## config.mk

```make
export PLATFORM = sky130hd
export DESIGN_NAME = debounced_led_mode_controller
export DESIGN_NICKNAME = d
export VERILOG_FILES = /design/src/dlmc_pkg.sv /design/src/debounced_led_mode_controller.sv /design/src/dlmc_debounce.sv /design/src/dlmc_mode_core.sv /design/src/dlmc_out_skid.sv
export SDC_FILE = /design/constraint.sdc
export NUM_CORES = 1
export LEC_CHECK = 0
export ABC_CLOCK_PERIOD_IN_PS = 7200
export BUFFER_PORTS_ARGS = -buffer_cell sky130_fd_sc_hd__buf_2
export CORE_ASPECT_RATIO = 0.8
export CORE_MARGIN = 4
export CORE_UTILIZATION = 45
export CTS_CLUSTER_DIAMETER = 200
export DETAILED_ROUTE_END_ITERATION = 16
export SETUP_SLACK_MARGIN = 0.1
export SYNTH_ARGS = -nofsm -noshare
export SYNTH_HDL_FRONTEND = slang
export SYNTH_HIERARCHICAL = 1
export SYNTH_SLANG_ARGS = --single-unit
```

## constraint.sdc

```tcl
create_clock -name i_clk -period 7.2 [get_ports i_clk]
set_clock_uncertainty 0.05 [all_clocks]
set_input_delay 0.36 -clock i_clk [delete_from_list [all_inputs] [get_ports i_clk]]
set_output_delay 0.36 -clock i_clk [all_outputs]
set_load 0.03 [all_outputs]
```

## src/dlmc_pkg.sv

```systemverilog
package dlmc_pkg;

    localparam int unsigned CntW      = 16;
    localparam int unsigned DutyW     = 8;
    localparam int unsigned ModeW     = 2;
    localparam int unsigned CfgIdxW   = 8;
    localparam int unsigned CfgDataW  = 16;

    localparam logic [CntW-1:0]  CntSat      = 16'hFFFF;
    localparam logic [DutyW-1:0] FullDuty    = 8'd255;
    localparam logic [CntW-1:0]  DebounceRst = 16'd30;
    localparam logic [CntW-1:0]  BlinkRst    = 16'd500;
    localparam logic [CntW-1:0]  FadeIntRst  = 16'd10;
    localparam logic [DutyW-1:0] FadeStepRst = 8'd5;

    typedef enum logic [CfgIdxW-1:0] {
        CFG_SETTLE_TICKS = 8'd0,
        CFG_BLINK_PERIOD = 8'd1,
        CFG_FADE_PERIOD  = 8'd2,
        CFG_FADE_STEP    = 8'd3
    } t_cfg_index;

    typedef enum logic [ModeW-1:0] {
        MODE_OFF   = 2'd0,
        MODE_BLINK = 2'd1,
        MODE_ON    = 2'd2,
        MODE_FADE  = 2'd3
    } t_mode;

    typedef struct packed {
        logic [CntW-1:0]  settle_ticks;
        logic [CntW-1:0]  blink_period;
        logic [CntW-1:0]  fade_period;
        logic [DutyW-1:0] fade_step;
    } t_cfg;

    typedef struct packed {
        logic [DutyW-1:0] yellow;
        logic [DutyW-1:0] green;
        logic [DutyW-1:0] red;
        t_mode            mode;
    } t_result;

    typedef struct packed {
        logic cycle_press;
        logic clear_press;
    } t_press;

    function automatic logic [CntW-1:0] sat_inc(input logic [CntW-1:0] v);
        sat_inc = (v == CntSat) ? CntSat : v + 1'b1;
    endfunction

endpackage

```

## src/debounced_led_mode_controller.sv

```systemverilog
// Channel  Direction  Handshake                  Payload
// in       input      i_in_valid / o_in_stall    i_cycle_button_level, i_clear_button_level
// out      output     o_out_valid / i_out_stall  o_yellow_duty, o_green_duty, o_red_duty,
//                                                o_led_mode
// cfg      input      i_cfg_valid / o_cfg_ready  i_cfg_index, i_cfg_data
//
// One request per cycle unless o_in_stall; result is registered, in the skid if one waits.
// Debounce, mode and duty update are done in the accepting cycle, result register after.
// Synchronous active-low reset restores config defaults, clears state but output payloads.
// A two-entry output buffer absorbs one stalled result; o_in_stall rises only when full.
module debounced_led_mode_controller
    import dlmc_pkg::*;
(
    input  logic                i_clk,
    input  logic                i_rst_n,
    input  logic                i_in_valid,
    output logic                o_in_stall,
    input  logic                i_cycle_button_level,
    input  logic                i_clear_button_level,
    output logic                o_out_valid,
    input  logic                i_out_stall,
    output logic [DutyW-1:0]    o_yellow_duty,
    output logic [DutyW-1:0]    o_green_duty,
    output logic [DutyW-1:0]    o_red_duty,
    output logic [ModeW-1:0]    o_led_mode,
    input  logic                i_cfg_valid,
    output logic                o_cfg_ready,
    input  logic [CfgIdxW-1:0]  i_cfg_index,
    input  logic [CfgDataW-1:0] i_cfg_data
);

    t_cfg    r_cfg;
    t_press  press;
    t_result core_result;
    t_result out_result;
    logic    full;
    logic    step;

    assign o_cfg_ready = 1'b1;
    assign o_in_stall  = full;
    assign step        = i_in_valid && !full;

    always_ff @(posedge i_clk) begin
        if (!i_rst_n) begin
            r_cfg.settle_ticks <= DebounceRst;
            r_cfg.blink_period <= BlinkRst;
            r_cfg.fade_period  <= FadeIntRst;
            r_cfg.fade_step    <= FadeStepRst;
        end else if (i_cfg_valid && o_cfg_ready) begin
            case (t_cfg_index'(i_cfg_index))
                CFG_SETTLE_TICKS: r_cfg.settle_ticks <= i_cfg_data;
                CFG_BLINK_PERIOD: r_cfg.blink_period <= i_cfg_data;
                CFG_FADE_PERIOD:  r_cfg.fade_period  <= i_cfg_data;
                CFG_FADE_STEP:    r_cfg.fade_step    <= i_cfg_data[DutyW-1:0];
                default:          r_cfg.fade_step    <= r_cfg.fade_step;
            endcase
        end
    end

    dlmc_debounce u_cycle_db (
        .i_clk          (i_clk),
        .i_rst_n        (i_rst_n),
        .i_step         (step),
        .i_raw          (i_cycle_button_level),
        .i_settle_ticks (r_cfg.settle_ticks),
        .o_press        (press.cycle_press)
    );

    dlmc_debounce u_clear_db (
        .i_clk          (i_clk),
        .i_rst_n        (i_rst_n),
        .i_step         (step),
        .i_raw          (i_clear_button_level),
        .i_settle_ticks (r_cfg.settle_ticks),
        .o_press        (press.clear_press)
    );

    dlmc_mode_core u_core (
        .i_clk    (i_clk),
        .i_rst_n  (i_rst_n),
        .i_step   (step),
        .i_press  (press),
        .i_cfg    (r_cfg),
        .o_result (core_result)
    );

    dlmc_out_skid u_out (
        .i_clk    (i_clk),
        .i_rst_n  (i_rst_n),
        .i_push   (step),
        .i_result (core_result),
        .o_full   (full),
        .o_valid  (o_out_valid),
        .i_stall  (i_out_stall),
        .o_result (out_result)
    );

    assign o_yellow_duty = out_result.yellow;
    assign o_green_duty  = out_result.green;
    assign o_red_duty    = out_result.red;
    assign o_led_mode    = out_result.mode;

endmodule

```

## src/dlmc_debounce.sv

```systemverilog
module dlmc_debounce
    import dlmc_pkg::*;
(
    input  logic            i_clk,
    input  logic            i_rst_n,
    input  logic            i_step,
    input  logic            i_raw,
    input  logic [CntW-1:0] i_settle_ticks,
    output logic            o_press
);

    logic            r_prev;
    logic            r_stable;
    logic [CntW-1:0] r_quiet;
    logic [CntW-1:0] n_quiet;
    logic            n_stable;
    logic            take;

    always_comb begin
        n_quiet  = (i_raw != r_prev) ? '0 : sat_inc(r_quiet);
        take     = (n_quiet >= i_settle_ticks);
        n_stable = take ? i_raw : r_stable;
        o_press  = take && r_stable && !i_raw;
    end

    always_ff @(posedge i_clk) begin
        if (!i_rst_n) begin
            r_prev   <= 1'b1;
            r_stable <= 1'b1;
            r_quiet  <= '0;
        end else if (i_step) begin
            r_prev   <= i_raw;
            r_stable <= n_stable;
            r_quiet  <= n_quiet;
        end
    end

endmodule

```

## src/dlmc_mode_core.sv

```systemverilog
module dlmc_mode_core
    import dlmc_pkg::*;
(
    input  logic    i_clk,
    input  logic    i_rst_n,
    input  logic    i_step,
    input  t_press  i_press,
    input  t_cfg    i_cfg,
    output t_result o_result
);

    t_mode            r_mode,        n_mode;
    logic             r_blink_phase, n_blink_phase;
    logic [CntW-1:0]  r_blink_el,    n_blink_el;
    logic [DutyW-1:0] r_fade_level,  n_fade_level;
    logic             r_fade_rising, n_fade_rising;
    logic [CntW-1:0]  r_fade_el,     n_fade_el;
    logic [DutyW-1:0] r_yel, r_grn, r_red;
    logic [DutyW-1:0] n_yel, n_grn, n_red;
    logic             restart;
    logic [DutyW+1:0] ramp;
    logic             ramp_hi;
    logic             ramp_lo;

    always_comb begin
        restart       = i_press.cycle_press || i_press.clear_press;
        n_mode        = r_mode;
        n_yel         = r_yel;
        n_grn         = r_grn;
        n_red         = r_red;
        n_blink_phase = r_blink_phase;
        n_blink_el    = sat_inc(r_blink_el);
        n_fade_level  = r_fade_level;
        n_fade_rising = r_fade_rising;
        n_fade_el     = sat_inc(r_fade_el);
        if (i_press.cycle_press) begin
            n_mode = t_mode'(r_mode + 1'b1);
        end
        if (i_press.clear_press) begin
            n_mode = MODE_OFF;
        end
        if (restart) begin
            n_blink_phase = 1'b0;
            n_blink_el    = '0;
            n_fade_level  = '0;
            n_fade_rising = 1'b1;
            n_fade_el     = '0;
        end

        if (n_fade_rising) begin
            ramp = {2'b00, n_fade_level} + {2'b00, i_cfg.fade_step};
        end else begin
            ramp = {2'b00, n_fade_level} - {2'b00, i_cfg.fade_step};
        end
        ramp_hi = !ramp[DutyW+1] && (ramp[DutyW:0] >= {1'b0, FullDuty});
        ramp_lo = ramp[DutyW+1] || (ramp == '0);

        case (n_mode)
            MODE_OFF: begin
                n_yel = '0;
                n_grn = '0;
                n_red = '0;
            end
            MODE_BLINK: begin
                if (n_blink_el >= i_cfg.blink_period) begin
                    n_blink_phase = !n_blink_phase;
                    n_blink_el    = '0;
                end
                n_yel = n_blink_phase ? FullDuty : '0;
                n_grn = n_blink_phase ? '0 : FullDuty;
                n_red = n_blink_phase ? FullDuty : '0;
            end
            MODE_ON: begin
                n_yel = FullDuty;
                n_grn = FullDuty;
                n_red = FullDuty;
            end
            MODE_FADE: begin
                if (n_fade_el >= i_cfg.fade_period) begin
                    if (ramp_hi) begin
                        n_fade_level  = FullDuty;
                        n_fade_rising = 1'b0;
                    end else if (ramp_lo) begin
                        n_fade_level  = '0;
                        n_fade_rising = 1'b1;
                    end else begin
                        n_fade_level = ramp[DutyW-1:0];
                    end
                    n_yel     = n_fade_level;
                    n_grn     = n_fade_level;
                    n_red     = n_fade_level;
                    n_fade_el = '0;
                end
            end
            default: begin
                n_yel = r_yel;
            end
        endcase

        o_result = '{yellow: n_yel, green: n_grn, red: n_red, mode: n_mode};
    end

    always_ff @(posedge i_clk) begin
        if (!i_rst_n) begin
            r_mode        <= MODE_OFF;
            r_blink_phase <= 1'b0;
            r_blink_el    <= '0;
            r_fade_level  <= '0;
            r_fade_rising <= 1'b1;
            r_fade_el     <= '0;
            r_yel         <= '0;
            r_grn         <= '0;
            r_red         <= '0;
        end else if (i_step) begin
            r_mode        <= n_mode;
            r_blink_phase <= n_blink_phase;
            r_blink_el    <= n_blink_el;
            r_fade_level  <= n_fade_level;
            r_fade_rising <= n_fade_rising;
            r_fade_el     <= n_fade_el;
            r_yel         <= n_yel;
            r_grn         <= n_grn;
            r_red         <= n_red;
        end
    end

endmodule

```

## src/dlmc_out_skid.sv

```systemverilog
module dlmc_out_skid
    import dlmc_pkg::*;
(
    input  logic    i_clk,
    input  logic    i_rst_n,
    input  logic    i_push,
    input  t_result i_result,
    output logic    o_full,
    output logic    o_valid,
    input  logic    i_stall,
    output t_result o_result
);

    logic    r_out_valid;
    logic    r_skid_valid;
    t_result r_out;
    t_result r_skid;
    logic    pop;

    assign pop      = r_out_valid && !i_stall;
    assign o_full   = r_skid_valid;
    assign o_valid  = r_out_valid;
    assign o_result = r_out;

    always_ff @(posedge i_clk) begin
        if (!i_rst_n) begin
            r_out_valid  <= 1'b0;
            r_skid_valid <= 1'b0;
        end else begin
            if (!r_out_valid || pop) begin
                r_out_valid  <= r_skid_valid || i_push;
                r_skid_valid <= 1'b0;
            end else if (i_push) begin
                r_skid_valid <= 1'b1;
            end
        end
    end

    always_ff @(posedge i_clk) begin
        if (!r_out_valid || pop) begin
            r_out <= r_skid_valid ? r_skid : i_result;
        end
        if (r_out_valid && !pop && i_push) begin
            r_skid <= i_result;
        end
    end

    a_skid_needs_out: assert property (@(posedge i_clk) disable iff (!i_rst_n)
        r_skid_valid |-> r_out_valid)
        else $error("skid entry without output entry");

    a_push_shows: assert property (@(posedge i_clk) disable iff (!i_rst_n)
        i_push |=> r_out_valid)
        else $error("pushed request not shown");

    a_skid_holds: assert property (@(posedge i_clk) disable iff (!i_rst_n)
        (r_skid_valid && !pop) |=> r_skid_valid)
        else $error("skid entry dropped");

endmodule

```

# ---- Word-level counts from Yosys, hierarchy flattened
# Index checks and enable logic that the tools add are counted.
dict set report classes {
  n_bitwise 1
  n_div 0
  shifts 0
  multipliers 0
  n_eq_ne 12
  order_cmp 5
  add_sub_neg 7
  n_reduce_logical 31
  mux 38
}
# op count
set op_table {}
lappend op_table {{16-bit two-way mux} 12}
lappend op_table {{8-bit one-hot mux with 4 select lines} 3}
lappend op_table {{8-bit two-way mux} 10}
lappend op_table {{16-bit by 1-bit adder with 16-bit output, second input constant} 4}
lappend op_table {{16-bit == test, second input constant} 4}
lappend op_table {{16-bit greater-or-equal comparator} 4}
lappend op_table {{26-bit two-way mux} 1}
lappend op_table {{8-bit by 2-bit == test with 1-bit output, second input constant} 2}
lappend op_table {{2-bit AND reduction} 6}
lappend op_table {{10-bit zero test} 1}
lappend op_table {{10-bit two-way mux} 1}
lappend op_table {{8-bit by 8-bit adder with 9-bit output} 1}
lappend op_table {{9-bit by 8-bit greater-or-equal comparator with 1-bit output, second input constant} 1}
lappend op_table {{1-bit logical AND} 9}
lappend op_table {{1-bit two-way mux} 9}
lappend op_table {{8-bit by 8-bit subtractor with 9-bit output} 1}
lappend op_table {{8-bit by 1-bit == test with 1-bit output, second input constant} 1}
lappend op_table {{1-bit zero test} 8}
lappend op_table {{8-bit zero test} 1}
lappend op_table {{2-bit == test, second input constant} 2}
lappend op_table {{1-bit logical OR} 4}
lappend op_table {{2-bit two-way mux} 2}
lappend op_table {{2-bit by 1-bit adder with 2-bit output, second input constant} 1}
lappend op_table {{2-bit by 1-bit == test with 1-bit output, second input constant} 1}
lappend op_table {{4 further kinds} 5}
dict set report word_totals {
  inputBits 31
  latch_bits 0
  reg_bits 214
  memories 0
  ramBits 0
  word_cells 123
  romBits 0
  out_inout_bits 29
}

# ---- Depth between registers and ports, before layout
dict set report depth {
  depth_word 17
  mapped_depth 31
  mapped_depth_nobuf 25
}

# ---- By module
# Netlist, hierarchy kept.
# mod instances cells_each area_each_um2
set modules_own_cells {}
lappend modules_own_cells {dlmc_mode_core 1 801 5843.1}
lappend modules_own_cells {dlmc_debounce 2 208 1652.8}
lappend modules_own_cells {debounced_led_mode_controller 1 217 2260.9}
lappend modules_own_cells {dlmc_out_skid 1 88 2053.2}

# ---- Worst setup path before layout
# OpenSTA, ideal clock, no wires.
dict set report synth_path {
  path_kind {reg-to-reg}
  from {register u_cycle_db.r_quiet[0]}
  to {register u_out.r_out, in the netlist u_out/o_result[20] (data pin)}
  slack_ns 1.011
  arrival_time_ns 5.879
  period_less_slack_ns 6.189
  setup_ns 0.260
  stages_incl_launch_ff 30
  t_required_ns 6.890
  n_path_buf 5
  path_cell_list {dfxtp_1 -> ha_1 -> nand3_1 -> nor3_2 -> and4_1 -> a31oi_1 -> o21a_1 -> ha_1 -> nand4_1 -> nor3_1 -> o2111ai_1 -> a311oi_1 -> buf_6 -> or2_4 -> buf_6 -> clkbuf_1 -> a21oi_1 -> ha_1 -> nand2_1 -> o21ai_0 -> a21oi_1 -> o41ai_2 -> o21bai_1 -> or3b_1 -> buf_2 -> nand2_1 -> buf_2 -> a21o_1 -> a21o_1 -> mux2_4}
}
# item line_no
set synth_rtl {}
lappend synth_rtl {{start: declaration} dlmc_debounce.sv:14} ;# logic [CntW-1:0] r_quiet;
lappend synth_rtl {{start signal: assignment} dlmc_debounce.sv:34} ;# r_quiet <= n_quiet;
lappend synth_rtl {{end signal: assignment} dlmc_out_skid.sv:41} ;# r_out <= r_skid_valid ? r_skid : i_result;
lappend synth_rtl {{end: declaration} dlmc_out_skid.sv:16} ;# t_result r_out;

==> impl_metrics.toml <==
[logic_synthesis]
synth_top_area_share_pct = 24.1
synth_top_family_by_area = "compound AO/OA/AOI/OAI gates"
synthCells = 1522
synth_edf_count = 52
synth-seq-area-share_pct = 35.7
synth_most_common_cell = "nand2_1"
syn_area_per_cell_um2 = 8.85
ys_ff_latch = 214
synth_xor_area_share_pct = 3.97
synth-adder-area-share_pct = 7.34
synth_simple_gate_area_share_pct = 19.0
synth-warning-count = 6
synth_mux_area_share_pct = 7.99
synth_compound_area_share_pct = 19.2
syn_nets = 1632
dominantRegCellSynth = "dfxtp_1"
synth_top_cell_by_area = "dfxtp_1"
synth_top_cells_by_area = "dfxtp_1 24%, edfxtp_1 12%, ha_1 7.3%"
synth.top_cells.by_count = "191 x nand2_1, 162 x dfxtp_1, 148 x a21oi_1, 91 x inv_1, 91 x nor2_1"
synthArstFlopShare_pct = 0
netlist_area_um2 = 13500
synth_cell_types = 99

[worst_setup_path]
arrival_ns = 6.87
max_stage_delay_ns = 0.52
critPathKind = "flip-flop to flip-flop"
crit_path_end_kind = "flip-flop"
path_max_fanout = 17
slowest_stage = "o41ai_2"
critPathRequiredTime_ns = 7.45
startpoint_type = "flip-flop"

[timing]
setup_viol = 0
slew_headroom_pct = 29.9
setup_tns_ns = 0
fmax_mhz = 151
hold_violations = 0
worst_slew_pin_slew_ns = 1.05
final.period_utilization_pct = 92.0
grt_setup_unrepaired = "no"
finalMaxSlewViolations = 0
fin_crit_ns = 6.62

[clocking]
cts.sinks = 214
clk_pin_slew_worst_paths_ns = 0.06
post_cts_buffers = 0
cts-resized-gates = 0
cts.path.max_buffers = 3
cts-root-buf = "clkbuf_16"
clk_latency_ns = 0.55
numCtsBuffers = 25
ctsHoldBuffers = 0
htreeDepth = 1
tritoncts = "done"

[layout]
area_growth_pct = 9.00
drive_gt1_share_pct = 14.3
layout.nets = 1637
antenna_cells = 0
final_cell_count_no_fill = 1923

[place]
io_buffers = 58
dp_hpwl_um = 24300
place_inst = 1876
gp_congestion = 0.868

[grt]
gr-usage-met3_pct = 2.71
grt_max_degree = 89
grt.busiest_layer = "met1"
track_usage_pct = 20.5
grt_pass1_vias = 10330
grt_overflow = 0
grt_use_met2_pct = 30.9
grt_use_met1_pct = 31.6
grt_pass1_wl_um = 55800
grt_antenna_before_repair = 0

[routing]
drt_first_pass_iters = 5
detail-route-antenna-nets = 0
wl_per_cell_um = 18.1
wirelength_um = 34800
vias_per_cell = 5.72
drc = 0
drt_iter0_drc = 821
vias = 11005

[floorplan]
rows = 56
die_width_um = 201
core_area_um2 = 29400
start_util_pct = 45.7
die_h_um = 163
fp.dieArea_um2 = 32800
io_pins = 60

[pwr]
p_per_area_nw_per_um2 = 186
p_leak_nw = 6.01
peakVddDrop_uv = 146
power_w = 0.00274

[run_status]
outcome = "finished clean"

[min_path]
hold_path_class = "input port to flip-flop"

[run]
cap_violations = 0
## cell families (layout without fill, tap and decap cells)
family,count (synthesis),after routing
and+or+nand+nor,502,503
AOI/OAI and AO/OA,379,379
DFF,214,214
buffers and inverters,189,212
muxes,97,97
adders and majority gates,79,79
xor gates and xnor gates,61,61
other,1,1
## layout by cell type (no fill, tap or decap), types with 10 or more instances in the layout
cell type  instances
nor2b_1           30
nand3_1           62
and3_1            20
nand4_1           13
a211oi_1          16
mux2i_1           70
edfxtp_1          52
buf_2             57
o211ai_1          10
inv_1             91
o21a_1            14
ha_1              79
a31oi_1           21
buf_4             17
a21oi_1          148
o21ai_0           46
dfxtp_1          161
nor2_1            91
mux2_4            19
xor2_1            27
xnor2_1           34
nand2_1          191
a21o_1            13
and2_1            10
clkbuf_16         25
nor3_1            12
## power by group
part | switching, W | total, W | internal, W
sequential | 0.0000115 | 0.00126 | 0.00125
combinational | 0.000125 | 0.000181 | 0.0000557
clock | 0.000525 | 0.00130 | 0.000773
total | 0.000662 | 0.00274 | 0.00207
## per-stage QoR
step | utilization, % | hold WS, ns | worst slack (ns) | cell area [um2]
2_1_floorplan | - | 0.377 | 1.01 | 13500
3_3_place_gp | 47.0 | 0.388 | 0.675 | 13800
3_5_place_dp | 47.0 | 0.391 | 0.467 | 13800
4_1_cts | 49.8 | 0.0403 | 0.466 | 14700
5_1_grt | 49.9 | 0.0578 | 0.114 | 14700
6_report | 49.9 | 0.0586 | 0.579 | 14700
## cell type report
class / count / area, um2
clock buffer: 36 / 727
clock inverter: 10 / 111
fill: 2765 / 14800
inverter: 92 / 345
multi-input combinational: 1120 / 7800
sequential: 214 / 4810
tap: 377 / 472
timing repair buffer: 74 / 413
## per-layer routing
metal	part of all wire, %	vias up
li1	-	5443
met1	51	5259
met2	43	268
met3	4.7	35
met4	1.5	0
met5	0	-
## flip-flops by register name (all words and copies together), names as in the netlist
name / count
r_cfg: 56
u_clear_db/r_prev: 1
u_clear_db/r_quiet: 16
u_clear_db/r_stable: 1
u_core/r_blink_el: 16
u_core/r_blink_phase: 1
u_core/r_fade_el: 16
u_core/r_fade_level: 8
u_core/r_fade_rising: 1
u_core/r_grn: 8
u_core/r_mode: 2
u_core/r_red: 8
u_core/r_yel: 8
u_cycle_db/r_prev: 1
u_cycle_db/r_quiet: 16
u_cycle_db/r_stable: 1
u_out/o_full: 1
u_out/o_result: 26
u_out/o_valid: 1
u_out/r_skid: 26
## worst max-delay path: cells and delay by family (launching register included)
family | cells | cell delay (ns)
buffers and inverters | 2 | 0.54
multiplexers | 1 | 0.27
flip-flops | 1 | 0.41
AND/OR/NAND/NOR | 8 | 2.02
adder cells (fa/ha/maj) | 3 | 0.83
AO/OA/AOI/OAI | 11 | 2.27
## worst paths after layout
check                           slack, ns                           startpoint                                   to  cells after the start
worst max-delay path                 0.58   u_clear_db/r_quiet[0]$_SDFFE_PN0P_         u_out/o_result[20]$_DFFE_PP_                     25
worst min-delay path                 0.06                        i_cfg_data[8]               r_cfg[32]$_SDFFE_PN1P_                      3
worst max register to register       0.58   u_clear_db/r_quiet[0]$_SDFFE_PN0P_         u_out/o_result[20]$_DFFE_PP_                     25
worst min register to register       0.40  u_core/r_fade_level[7]$_SDFFE_PN0P_  u_core/r_fade_level[7]$_SDFFE_PN0P_                      2
(Power assumes the default switching activity.)
